File: src/rtl/core/sha1_message_digest_assert.svh
// ---------------------------------------------------------------------------
// SHA-1 message digest: assertion macros
// Shared property shapes, clocked on i_clk and masked while i_rst_n is low.
// ---------------------------------------------------------------------------
`ifndef SHA1_MESSAGE_DIGEST_ASSERT_SVH
`define SHA1_MESSAGE_DIGEST_ASSERT_SVH

// same-cycle implication
`define SHA1_ASSERT_IMP(label, ante, cons, msg) \
    label: assert property (@(posedge i_clk) disable iff (!i_rst_n) \
        (ante) |-> (cons)) else $error(msg);

// next-cycle implication
`define SHA1_ASSERT_NEXT(label, ante, cons, msg) \
    label: assert property (@(posedge i_clk) disable iff (!i_rst_n) \
        (ante) |=> (cons)) else $error(msg);

`endif

File: src/rtl/core/sha1_pkg.sv
// ---------------------------------------------------------------------------
// SHA-1 package
// Word type, initial vector, round constants and the controller/datapath
// command and status bundles.
// ---------------------------------------------------------------------------
package sha1_pkg;

    typedef logic [31:0] t_word;
    typedef logic [6:0]  t_round;
    typedef logic [5:0]  t_pos;

    localparam int     NUM_WORDS  = 5;
    localparam t_round LAST_ROUND = 7'd79;
    localparam t_round ROUND_K1   = 7'd20;
    localparam t_round ROUND_K2   = 7'd40;
    localparam t_round ROUND_K3   = 7'd60;

    localparam t_word SHA1_IV [NUM_WORDS] = '{
        32'h67452301, 32'hEFCDAB89, 32'h98BADCFE, 32'h10325476, 32'hC3D2E1F0
    };

    localparam t_word K0 = 32'h5A827999;
    localparam t_word K1 = 32'h6ED9EBA1;
    localparam t_word K2 = 32'h8F1BBCDC;
    localparam t_word K3 = 32'hCA62C1D6;

    localparam logic [7:0] PAD_MARK = 8'h80;

    // source of the byte shifted into the block buffer
    typedef enum logic [1:0] {
        BSEL_MSG  = 2'd0,
        BSEL_MARK = 2'd1,
        BSEL_ZERO = 2'd2,
        BSEL_LEN  = 2'd3
    } t_byte_sel;

    typedef struct packed {
        logic      shift_en;    // shift one byte into the block buffer
        t_byte_sel byte_sel;
        logic      count_inc;   // message byte counted
        logic      comp_start;  // load working words, clear round counter
        logic      round_en;    // run one round
        logic      add_en;      // fold working words into chaining words
        logic      final_load;  // with add_en: capture digest, restart message
    } t_dp_cmd;

    typedef struct packed {
        logic pos_end;     // buffer position is 63
        logic pos_hi;      // buffer position is 56 or above
        logic round_last;  // round counter at 79
    } t_dp_sts;

endpackage

File: src/rtl/core/sha1_message_digest.sv
// ---------------------------------------------------------------------------
// SHA-1 message digest
// Byte-stream SHA-1 hash with padding, one digest beat per message.
// ---------------------------------------------------------------------------
// Usage:
//   Input beats carry one message byte in s_axis_tdata when s_axis_tuser is
//   high; s_axis_tlast closes the message (with or without a byte, so an
//   empty message is a single beat with tuser low and tlast high).
//   The output beat carries the five chaining words, word 0 in the lowest
//   bits, each most significant byte first in digest order.
// Timing:
//   Bytes are taken one per cycle while the buffer fills. The 64th byte of
//   a block starts the 80 rounds and then the chaining update, during
//   which s_axis_tready is low; the block rate is set by the single shared
//   round unit. After tlast, padding is shifted in one byte a cycle (split
//   over two blocks when the length spills into a second block) and then
//   the last block is compressed.
// Reset and stalls:
//   Reset returns the chaining words to the initial vector and clears the
//   byte count. The digest sits in an output register, so the next message
//   is taken while it waits; only the final update of a following message
//   holds until the waiting digest has been taken.
// ---------------------------------------------------------------------------
module sha1_message_digest #(
    parameter int LENGTH_COUNTER_BITS = 61
) (
    input  logic         i_clk,
    input  logic         i_rst_n,
    input  logic         s_axis_tvalid,
    output logic         s_axis_tready,
    input  logic [7:0]   s_axis_tdata,   // [7:0] data_byte
    input  logic         s_axis_tuser,   // [0] byte_present
    input  logic         s_axis_tlast,   // end_of_message
    output logic         m_axis_tvalid,
    input  logic         m_axis_tready,
    output logic [159:0] m_axis_tdata    // digest_word0 .. digest_word4, 32 bits each
);
    import sha1_pkg::*;

    `include "sha1_message_digest_assert.svh"

    t_dp_cmd w_cmd;
    t_dp_sts w_sts;

    sha1_ctrl u_ctrl (
        .i_clk            (i_clk),
        .i_rst_n          (i_rst_n),
        .i_in_valid       (s_axis_tvalid),
        .i_byte_present   (s_axis_tuser),
        .i_end_of_message (s_axis_tlast),
        .o_in_ready       (s_axis_tready),
        .o_out_valid      (m_axis_tvalid),
        .i_out_ready      (m_axis_tready),
        .i_sts            (w_sts),
        .o_cmd            (w_cmd)
    );

    sha1_dp #(
        .LENGTH_COUNTER_BITS (LENGTH_COUNTER_BITS)
    ) u_dp (
        .i_clk       (i_clk),
        .i_rst_n     (i_rst_n),
        .i_cmd       (w_cmd),
        .i_data_byte (s_axis_tdata),
        .o_sts       (w_sts),
        .o_digest    (m_axis_tdata)
    );

    // a compression only ever starts on the last byte of a block
    `SHA1_ASSERT_IMP(a_comp_full_block, w_cmd.comp_start, w_sts.pos_end, "compression on partial block")
    // exactly 80 rounds: none after the last one
    `SHA1_ASSERT_NEXT(a_round_stop, w_cmd.round_en && w_sts.round_last, !w_cmd.round_en, "round overrun")
    // no intake while the round unit or chaining update is busy
    `SHA1_ASSERT_IMP(a_no_intake_busy, s_axis_tready, !w_cmd.round_en && !w_cmd.add_en, "intake during compression")

endmodule

File: src/rtl/core/sha1_dp.sv
// ---------------------------------------------------------------------------
// SHA-1 datapath
// Block buffer doubling as the 16-word schedule window, one shared round
// unit, chaining words, byte counter and the digest output register.
// ---------------------------------------------------------------------------
module sha1_dp #(
    parameter int LENGTH_COUNTER_BITS = 61
) (
    input  logic              i_clk,
    input  logic              i_rst_n,
    input  sha1_pkg::t_dp_cmd i_cmd,
    input  logic [7:0]        i_data_byte,
    output sha1_pkg::t_dp_sts o_sts,
    output logic [159:0]      o_digest
);
    import sha1_pkg::*;

    localparam int BLK_BITS = 512;

    logic [BLK_BITS-1:0]            r_blk;
    t_pos                           r_pos;
    logic [LENGTH_COUNTER_BITS-1:0] r_count;
    t_round                         r_round;
    t_word                          r_a, r_b, r_c, r_d, r_e;
    t_word                          r_h [NUM_WORDS];
    logic [159:0]                   r_dig;

    logic [63:0] w_bits;
    logic [7:0]  w_len_byte;
    logic [7:0]  w_byte;
    t_word       w_w0, w_w2, w_w8, w_w13, w_x, w_new;
    t_word       w_f, w_k, w_t;
    t_word       w_sum [NUM_WORDS];

    // length field: byte count times eight, big-endian, byte picked by position
    assign w_bits     = 64'(r_count) << 3;
    assign w_len_byte = w_bits[{~r_pos[2:0], 3'b000} +: 8];

    always_comb begin
        case (i_cmd.byte_sel)
            BSEL_MSG:  w_byte = i_data_byte;
            BSEL_MARK: w_byte = PAD_MARK;
            BSEL_ZERO: w_byte = 8'h00;
            BSEL_LEN:  w_byte = w_len_byte;
            default:   w_byte = 8'h00;
        endcase
    end

    // schedule taps: word 0 is the oldest
    assign w_w0  = r_blk[BLK_BITS-1      -: 32];
    assign w_w2  = r_blk[BLK_BITS-1-64   -: 32];
    assign w_w8  = r_blk[BLK_BITS-1-256  -: 32];
    assign w_w13 = r_blk[BLK_BITS-1-416  -: 32];
    assign w_x   = w_w13 ^ w_w8 ^ w_w2 ^ w_w0;
    assign w_new = {w_x[30:0], w_x[31]};

    // round function and constant
    always_comb begin
        if (r_round < ROUND_K1) begin
            w_f = (r_b & r_c) | (~r_b & r_d);
            w_k = K0;
        end else if (r_round < ROUND_K2) begin
            w_f = r_b ^ r_c ^ r_d;
            w_k = K1;
        end else if (r_round < ROUND_K3) begin
            w_f = (r_b & r_c) | (r_b & r_d) | (r_c & r_d);
            w_k = K2;
        end else begin
            w_f = r_b ^ r_c ^ r_d;
            w_k = K3;
        end
    end

    assign w_t = {r_a[26:0], r_a[31:27]} + w_f + r_e + w_k + w_w0;

    assign w_sum[0] = r_h[0] + r_a;
    assign w_sum[1] = r_h[1] + r_b;
    assign w_sum[2] = r_h[2] + r_c;
    assign w_sum[3] = r_h[3] + r_d;
    assign w_sum[4] = r_h[4] + r_e;

    // buffer: bytes shift in during fill, schedule words during rounds
    always_ff @(posedge i_clk) begin
        if (i_cmd.shift_en) begin
            r_blk <= {r_blk[BLK_BITS-9:0], w_byte};
        end else if (i_cmd.round_en) begin
            r_blk <= {r_blk[BLK_BITS-33:0], w_new};
        end
    end

    // working words and round counter
    always_ff @(posedge i_clk) begin
        if (i_cmd.comp_start) begin
            r_a     <= r_h[0];
            r_b     <= r_h[1];
            r_c     <= r_h[2];
            r_d     <= r_h[3];
            r_e     <= r_h[4];
            r_round <= '0;
        end else if (i_cmd.round_en) begin
            r_a     <= w_t;
            r_b     <= r_a;
            r_c     <= {r_b[1:0], r_b[31:2]};
            r_d     <= r_c;
            r_e     <= r_d;
            r_round <= r_round + 7'd1;
        end
    end

    // buffer position and message length
    always_ff @(posedge i_clk) begin
        if (!i_rst_n) begin
            r_pos   <= '0;
            r_count <= '0;
        end else begin
            if (i_cmd.shift_en) begin
                r_pos <= r_pos + 6'd1;
            end
            if (i_cmd.add_en && i_cmd.final_load) begin
                r_count <= '0;
            end else if (i_cmd.count_inc) begin
                r_count <= r_count + 1'b1;
            end
        end
    end

    // chaining words, back to the initial vector after each message
    always_ff @(posedge i_clk) begin
        if (!i_rst_n) begin
            for (int i = 0; i < NUM_WORDS; i++) begin
                r_h[i] <= SHA1_IV[i];
            end
        end else if (i_cmd.add_en) begin
            for (int i = 0; i < NUM_WORDS; i++) begin
                r_h[i] <= i_cmd.final_load ? SHA1_IV[i] : w_sum[i];
            end
        end
    end

    // digest register, word 0 lowest
    always_ff @(posedge i_clk) begin
        if (i_cmd.add_en && i_cmd.final_load) begin
            r_dig <= {w_sum[4], w_sum[3], w_sum[2], w_sum[1], w_sum[0]};
        end
    end

    assign o_digest         = r_dig;
    assign o_sts.pos_end    = (r_pos == 6'd63);
    assign o_sts.pos_hi     = (r_pos[5:3] == 3'b111);
    assign o_sts.round_last = (r_round == LAST_ROUND);

endmodule

File: src/rtl/core/sha1_ctrl.sv
// ---------------------------------------------------------------------------
// SHA-1 controller
// Sequences byte intake, padding, the 80 rounds and the chaining update,
// and owns the input and output handshakes.
// ---------------------------------------------------------------------------
module sha1_ctrl (
    input  logic              i_clk,
    input  logic              i_rst_n,
    input  logic              i_in_valid,
    input  logic              i_byte_present,
    input  logic              i_end_of_message,
    output logic              o_in_ready,
    output logic              o_out_valid,
    input  logic              i_out_ready,
    input  sha1_pkg::t_dp_sts i_sts,
    output sha1_pkg::t_dp_cmd o_cmd
);
    import sha1_pkg::*;

    typedef enum logic [3:0] {
        S_IDLE  = 4'b0001,
        S_PAD   = 4'b0010,
        S_ROUND = 4'b0100,
        S_ADD   = 4'b1000
    } t_state;

    t_state r_state, n_state;
    logic   r_last_pend, n_last_pend;  // padding still owed after this block
    logic   r_mark_done, n_mark_done;  // 0x80 already written
    logic   r_len_ok,    n_len_ok;     // length field fits in this block
    logic   r_final,     n_final;      // block in flight is the last one
    logic   r_out_valid, n_out_valid;

    logic   w_accept;
    logic   w_out_busy;

    assign o_in_ready = (r_state == S_IDLE);
    assign w_accept   = o_in_ready && i_in_valid;
    assign w_out_busy = r_out_valid && !i_out_ready;

    // next state and commands
    always_comb begin
        n_state     = r_state;
        n_last_pend = r_last_pend;
        n_mark_done = r_mark_done;
        n_len_ok    = r_len_ok;
        n_final     = r_final;
        n_out_valid = r_out_valid && !i_out_ready;
        o_cmd       = '0;
        o_cmd.byte_sel = BSEL_MSG;

        case (r_state)
            S_IDLE: begin
                if (w_accept) begin
                    if (i_end_of_message) begin
                        n_mark_done = 1'b0;
                    end
                    if (i_byte_present) begin
                        o_cmd.shift_en  = 1'b1;
                        o_cmd.count_inc = 1'b1;
                        if (i_sts.pos_end) begin
                            o_cmd.comp_start = 1'b1;
                            n_last_pend      = i_end_of_message;
                            n_final          = 1'b0;
                            n_state          = S_ROUND;
                        end else if (i_end_of_message) begin
                            n_state = S_PAD;
                        end
                    end else if (i_end_of_message) begin
                        n_state = S_PAD;
                    end
                end
            end
            S_PAD: begin
                o_cmd.shift_en = 1'b1;
                if (!r_mark_done) begin
                    o_cmd.byte_sel = BSEL_MARK;
                    n_len_ok       = !i_sts.pos_hi;
                end else if (i_sts.pos_hi && r_len_ok) begin
                    o_cmd.byte_sel = BSEL_LEN;
                end else begin
                    o_cmd.byte_sel = BSEL_ZERO;
                end
                n_mark_done = 1'b1;
                if (i_sts.pos_end) begin
                    o_cmd.comp_start = 1'b1;
                    n_final          = (o_cmd.byte_sel == BSEL_LEN);
                    n_last_pend      = 1'b1;
                    n_len_ok         = 1'b1;
                    n_state          = S_ROUND;
                end
            end
            S_ROUND: begin
                o_cmd.round_en = 1'b1;
                if (i_sts.round_last) begin
                    n_state = S_ADD;
                end
            end
            S_ADD: begin
                // last block waits for the digest register to drain
                if (!(r_final && w_out_busy)) begin
                    o_cmd.add_en     = 1'b1;
                    o_cmd.final_load = r_final;
                    if (r_final) begin
                        n_out_valid = 1'b1;
                        n_last_pend = 1'b0;
                        n_state     = S_IDLE;
                    end else if (r_last_pend) begin
                        n_state = S_PAD;
                    end else begin
                        n_state = S_IDLE;
                    end
                end
            end
            default: begin
                n_state = S_IDLE;
            end
        endcase
    end

    always_ff @(posedge i_clk) begin
        if (!i_rst_n) begin
            r_state     <= S_IDLE;
            r_last_pend <= 1'b0;
            r_mark_done <= 1'b0;
            r_len_ok    <= 1'b0;
            r_final     <= 1'b0;
            r_out_valid <= 1'b0;
        end else begin
            r_state     <= n_state;
            r_last_pend <= n_last_pend;
            r_mark_done <= n_mark_done;
            r_len_ok    <= n_len_ok;
            r_final     <= n_final;
            r_out_valid <= n_out_valid;
        end
    end

    assign o_out_valid = r_out_valid;

endmodule
File: config.mk
export PLATFORM = sky130hd
export DESIGN_NAME = sha1_message_digest
export DESIGN_NICKNAME = d
export VERILOG_FILES = /design/src/rtl/core/sha1_pkg.sv /design/src/rtl/core/sha1_message_digest.sv /design/src/rtl/core/sha1_dp.sv /design/src/rtl/core/sha1_ctrl.sv
export VERILOG_INCLUDE_DIRS = /design/src /design/src/rtl/core
export SDC_FILE = /design/constraint.sdc
export NUM_CORES = 2
export LEC_CHECK = 0
export BUFFER_PORTS_ARGS = -buffer_cell sky130_fd_sc_hd__buf_2
export CORE_MARGIN = 1.5
export CORE_UTILIZATION = 60
export CTS_CLUSTER_SIZE = 24
export DETAILED_ROUTE_END_ITERATION = 10
export HOLD_SLACK_MARGIN = 0.1
export PLACE_DENSITY = 0.77
export SETUP_SLACK_MARGIN = 0.2
export SLEW_MARGIN = 20
export SYNTH_ARGS = -nofsm -noshare
export SYNTH_HDL_FRONTEND = slang
export SYNTH_SLANG_ARGS = --single-unit
File: constraint.sdc
create_clock -name i_clk -period 20.7 [get_ports i_clk]
set_input_delay 1.035 -clock i_clk [delete_from_list [all_inputs] [get_ports i_clk]]
set_output_delay 1.035 -clock i_clk [all_outputs]
set_load 0.01 [all_outputs]
Yosys cells after proc, flatten, opt, wreduce, memory -nomap -nowiden
Memory sizes are Yosys's and may differ from the RTL's.
Index checks and enable logic that the tools add are counted.

storage, ports and cells
  logic and storage cells = 169
  register bits after elaboration = 915
  output and inout bits = 162
  bits in writable memories = 160
  input port bits = 14
  memories kept = 1

operators by class
  add/sub/neg operators = 12
  reductions and logical operators = 18
  magnitude comparators = 3
  bitwise operators = 20
  multiplexer cells = 78
  eq/ne operators = 20
  shifts and indexed selects = 1

memories
  memory    words  width  rd ports  clocked after Yosys merged registers in  wr ports  RTL line       text
  u_dp.r_h  5      32     5         0                                        5         sha1_dp.sv:25  t_word r_h [NUM_WORDS];

operator list
  cell                                                        count
  two-way mux 512 bit                                         2
  two-way mux 32 bit                                          25
  adder 32 bit                                                9
  bitwise XOR 32 bit                                          5
  AND 32 bit                                                  4
  OR 32 bit                                                   3
  indexed part select 64 x 7 -> 8 bit                         1
  adder 61 x 1 -> 61 bit, second input constant               1
  two-way mux 4 bit                                           8
  inverter 32 bit                                             1
  case mux 8 bit (4 select lines)                             1
  two-way mux 31 bit                                          1
  two-way mux 1 bit                                           27
  two-way mux 2 bit                                           8
  case mux 4 bit (4 select lines)                             1
  less-than comparator 7 x 6 -> 1 bit, second input constant  2
  inequality test 2 bit, second input constant                5
  inequality test 2 x 1 -> 1 bit, second input constant       4
  case mux 1 bit (2 select lines)                             4
  adder 7 x 1 -> 7 bit, second input constant                 1
  equality test 7 bit, second input constant                  1
  less-than comparator 7 x 5 -> 1 bit, second input constant  1
  AND reduction 7 bit                                         1
  adder 6 x 1 -> 6 bit, second input constant                 1
  other kinds (22)                                            35

Logic depth before layout (Yosys ltp)
  depth in word-level cells = 12
  depth in mapped cells = 24
  depth with buffers taken out = 23

Modules after synthesis
From an unflattened synthesis, not the netlist that was laid out.

second synthesis, totals
  cell total of the unflattened synthesis = 4305
  area, all modules = 56680.6 µm²

by module, submodules not included
  module     cells each  area each (µm²)  sequential area each (µm²)  times used
  sha1_dp    4226        56018.7          31270.0                     1
  sha1_ctrl  79          661.9            180.2                       1

Least setup slack after synthesis
No wires, ideal clock.

  path type = in2reg
  start = input port s_axis_tvalid
  end = register u_dp.r_blk[0], enable pin
  library setup time = 3.642 ns
  stages on the path = 7
  buffers on the path = 3
  data required time = 17.058 ns
  path slack = 6.445 ns
  arrival = 10.613 ns
  path through = and2_1 -> and2_1 -> clkbuf_1 -> nor2_1 -> clkbuf_1 -> clkbuf_1 -> nand2_1

between the ends
  word-level cells in the longest chain between the ends = 4

RTL lines
  item                                 RTL line                   text
  from (decl)                          sha1_message_digest.sv:29  input logic s_axis_tvalid,
  logical AND 1 bit                    sha1_ctrl.sv:38            assign w_accept = o_in_ready && i_in_valid;
  two-way mux 1 bit                    sha1_ctrl.sv:54            if (w_accept) begin
  case mux 1 bit (2 select lines)      sha1_ctrl.sv:52            case (r_state)
  nonzero test 2 bit (no source line)  n/a
  to (signal assigned)                 sha1_dp.sv:85              r_blk <= {r_blk[BLK_BITS-9:0], w_byte};
  to (signal assigned)                 sha1_dp.sv:87              r_blk <= {r_blk[BLK_BITS-33:0], w_new};
  to (decl)                            sha1_dp.sv:20              logic [BLK_BITS-1:0] r_blk;

Every way passes these cells.
A chain may end at the register's enable or synchronous reset.

Final worst setup path
  start = register u_dp.r_round[3]
  end = register u_dp.r_a[27], data pin

between the ends
  word-level cells in the longest chain between the ends = 10
  elaborated cells between the ends (all ways) = 15
  those cells by class = 4 x add/sub; 3 x order compare; 8 x mux

RTL lines
  item                                 RTL line        text
  from (decl)                          sha1_dp.sv:23   t_round r_round;
  from (signal assigned)               sha1_dp.sv:106  r_round <= r_round + 7'd1;
  less-than comparator 7 x 6 -> 1 bit  sha1_dp.sv:65   end else if (r_round < ROUND_K3) begin
  two-way mux 32 bit                   sha1_dp.sv:65
  two-way mux 32 bit                   sha1_dp.sv:62   end else if (r_round < ROUND_K2) begin
  two-way mux 32 bit                   sha1_dp.sv:59   if (r_round < ROUND_K1) begin
  adder 32 bit (2 in a row)            sha1_dp.sv:74   assign w_t = {r_a[26:0], r_a[31:27]} + w_f + r_e + w_k + w_w0;
  adder 32 bit (*) (2 in a row)        sha1_dp.sv:74
  two-way mux 32 bit (*)               sha1_dp.sv:100  end else if (i_cmd.round_en) begin
  two-way mux 32 bit (*)               sha1_dp.sv:93   if (i_cmd.comp_start) begin
  to (signal assigned)                 sha1_dp.sv:94   r_a <= r_h[0];
  to (signal assigned)                 sha1_dp.sv:101  r_a <= w_t;
  to (decl)                            sha1_dp.sv:24   t_word r_a, r_b, r_c, r_d, r_e;

Every way passes the cells marked *; elsewhere a longest branch is shown, timed or not. The select of a mux whose other input is x is not followed.

==> results.json <==
{
  "hp-class": "register to register",
  "grt_pass1_vias": 39110,
  "drtIter0Drc": 4228,
  "avgSynthCellArea_um2": 10.3,
  "synth.distinct_cells": 83,
  "tns_ns": 0,
  "seqPwrFrac_pct": 50.2,
  "die_w_um": 311,
  "wl_met3_um": 11500,
  "vias_per_cell": 5.82,
  "r2r_setup_slack_ns": 14.20,
  "yosysTopAreaCell": "edfxtp_1",
  "drtAntennaViolNets": 0,
  "start_kind": "register",
  "synth_edf_count": 992,
  "cts_root_buf": "clkbuf_16",
  "worst_slew_margin_rel_pct": 20.9,
  "grt_pass1_wl_um": 221000,
  "vias": 40770,
  "switchingPower_mw": 1.50,
  "synth_cells": 5538,
  "cts_tree": "yes",
  "routedWlPerCell_um": 20.5,
  "end_kind": "register",
  "numCtsBuffers": 110,
  "dr.pass1.iters": 6,
  "drc": 0,
  "min_period_over_period_pct": 31.4,
  "critical-path-top-delay-family": "simple AND/OR/NAND/NOR gates",
  "synth_area_leaders": "edfxtp_1 (52%), nand2_1 (13%), ha_1 (4.9%)",
  "final_cell_mix": "nand2_1 (1944), edfxtp_1 (992), nor2_1 (234)",
  "core_area_mm2": 0.0937,
  "leakage_nw": 25.3,
  "cp.required_ns": 21.27,
  "clkTransAtPathRegs_ns": 0.06,
  "top_layer_used": "met4",
  "clkPwrFrac_pct": 35.4,
  "drive_gt1_share_pct": 7.13,
  "overflow": 0,
  "htree_levels": 3,
  "crit_arrival_ns": 7.08,
  "crit_top_cell": "fa_1",
  "ys_warn_count": 0,
  "status": "completed",
  "maxCapViolCount": 0,
  "fin_crit_ns": 6.50,
  "power_density_mw_per_mm2": 88.4,
  "worstPathMaxFanout": 35,
  "ir_drop_mv": 0.0754,
  "met1_length_um": 56200,
  "skew_ns": 0.0198,
  "multi_input_area_mm2": 0.0240,
  "ioPinCount": 176,
  "die-height_um": 311,
  "wl_um": 144000,
  "die_area_mm2": 0.0969,
  "fillers": 7179,
  "dpl-instance-area_mm2": 0.0590,
  "slew_viol_final": 0,
  "rsz0062_at_grt": "false",
  "async_flop_share_pct": 0,
  "clock_path_buffers": 3,
  "fmax_ghz": 0.154,
  "pwr-share-comb_pct": 14.4,
  "fin_area_mm2": 0.0626,
  "path_class": "register to register",
  "cp_slowest_stage_delay_ns": 0.63,
  "antenna_found_initial": 6,
  "netlist_area_mm2": 0.0570,
  "fin_nets": 6014,
  "cp_cell_sequence": "o21ai_0 -> nor3_1 -> clkinv_1 -> buf_4 -> nand2_1 -> buf_4 -> nor2_1 -> nor2_1 -> fa_1 -> fa_1 -> inv_1 -> fa_1 -> fa_1 -> nor2b_1 -> o31ai_1 -> a211oi_1 -> nand2_1 -> nand3_1 -> a21bo_2 -> a21oi_1 -> or4b_2 -> nand3_1",
  "areaGrowthSynthToFinish_pct": 9.76,
  "dp.final_hpwl_um": 100000,
  "synth_fp_nets": 5899,
  "ys_seq_elements": 1075,
  "grt_max_degree": 245,
  "postCtsHoldBufs": 0,
  "finalSetupViolations": 0,
  "power.internal_mw": 4.03,
  "clk_latency_ns": 0.72,
  "place_inst": 6795,
  "wl_met2_um": 67600,
  "cp.buffers_inverters": 4,
  "clock_sinks": 1075,
  "place.gp.congestion": 0.965,
  "cts_resized": 0,
  "initial_utilization_pct": 60.8,
  "hold_viol": 0,
  "tightest_slew_ns": 1.19,
  "port_buffers": 175,
  "regArea_mm2": 0.0315,
  "final_common_cell": "nand2_1",
  "switching_share_pct": 27.1,
  "instances_no_fill": 7004,
  "cts_setup_buffers": 0,
  "crit_path_top_delay_cell": "or4b_2",
  "grt_usage_pct": 29.5,
  "total_power_mw": 5.53,
  "yosys.area.top_type_share_pct": 52.2,
  "seq_area_frac_synth_pct": 55.2,
  "ys.flop_type": "edfxtp_1",
  "rows": 112
}
[cells in the mapped netlist, drive strengths merged (37+ instances only)]
library cell,n
nand2,1950
edfxtp,992
nor2,239
inv,224
ha,223
xnor2,206
o21ai,205
a21oi,201
clkbuf,197
fa,124
xor2,103
dfxtp,83
nand2b,83
and2,79
nor2b,57
nand3,53
a21o,52
nand4,38
nor3,37
[worst reg2reg max path, stage by stage, from the launching register on]
cell and delay (ns):
dfxtp_1 0.45, o21ai_0 0.19, nor3_1 0.35, clkinv_1 0.12, buf_4 0.28, nand2_1 0.14, buf_4 0.36, nor2_1 0.08
nor2_1 0.12, fa_1 0.46, fa_1 0.53, inv_1 0.05, fa_1 0.51, fa_1 0.48, nor2b_1 0.17, o31ai_1 0.12
a211oi_1 0.57, nand2_1 0.19, nand3_1 0.25, a21bo_2 0.18, a21oi_1 0.08, or4b_2 0.63, nand3_1 0.09
[layout make-up]
class                   instances  area share, %
diodes                          1        0.00400
inverters                     226           1.36
well taps                    1254           2.51
clock inverters                69          0.934
repair buffers                205           1.83
flip-flops and latches       1075           50.2
multi-input cells            4035           38.4
clock buffers                 139           4.72
[cell families (layout without fill, tap and decap cells)]
group | Yosys count | in the layout | share of synthesized area, %
buffers and inverters | 428 | 639 | 2.84
flip-flops | 1075 | 1075 | 55.2
XOR/XNOR | 309 | 309 | 4.75
AND/OR/NAND/NOR | 2644 | 2644 | 19.5
AO/OA/AOI/OAI | 703 | 703 | 7.71
other | 0 | 1 | 0
adder cells (fa/ha/maj) | 347 | 347 | 9.25
multiplexers | 32 | 32 | 0.847
[stage by stage]
| stage | util (%) | setup slack, ns | hold WS (ns) |
|---|---|---|---|
| after global routing | 66.8 | 13.88 | 0.503 |
| final | 66.8 | 14.20 | 0.480 |
| after detailed placement | 63.0 | 14.31 | 0.470 |
| after floorplan | - | 6.44 | 0.454 |
| after global placement | 63.0 | 14.37 | 0.464 |
| after CTS | 66.7 | 14.26 | 0.478 |
[power groups by stage]
stage / sequential (mW) / combinational, mW / clock, mW
after CTS: 2.77 / 0.800 / 1.99
final: 2.78 / 0.798 / 1.96
after global routing: 2.79 / 0.903 / 2.06
after detailed placement: 2.82 / 0.789 / 0
after floorplan: 2.86 / 0.607 / 0
after global placement: 2.81 / 0.771 / 0
[sequential cells by signal, indices dropped and copies added, names as in the netlist]
signal              count
u_dp.r_blk            512
u_dp.r_b               32
u_dp.r_c               32
u_dp.r_h              160
u_ctrl.o_out_valid      1
u_dp.r_count           61
u_ctrl.r_mark_done      1
u_ctrl.r_last_pend      1
u_ctrl.r_len_ok         1
u_dp.r_a               32
u_dp.r_d               32
u_ctrl.r_state          4
u_dp.r_e               32
u_ctrl.r_final          1
u_dp.r_round            7
u_dp.o_digest         160
u_dp.r_pos              6
[final timing paths]
check	startpoint	endpoint	cells past startpoint
setup / recovery	u_dp.r_round[3]$_SDFFE_PP0P_	u_dp.r_a[27]$_DFFE_PP_	22
setup reg to reg	u_dp.r_round[3]$_SDFFE_PP0P_	u_dp.r_a[27]$_DFFE_PP_	22
hold / removal	u_dp.r_round[1]$_SDFFE_PP0P_	u_dp.r_round[1]$_SDFFE_PP0P_	2
hold reg to reg	u_dp.r_round[1]$_SDFFE_PP0P_	u_dp.r_round[1]$_SDFFE_PP0P_	2
[per-layer routing]
| layer | track usage [%] | up-vias |
|---|---|---|
| met5 | 0 | - |
| met4 | 15.6 | 0 |
| met3 | 4.94 | 345 |
| met2 | 47.7 | 1592 |
| met1 | 38.4 | 19632 |
| li1 | - | 19201 |
(Power assumes the default switching activity.)
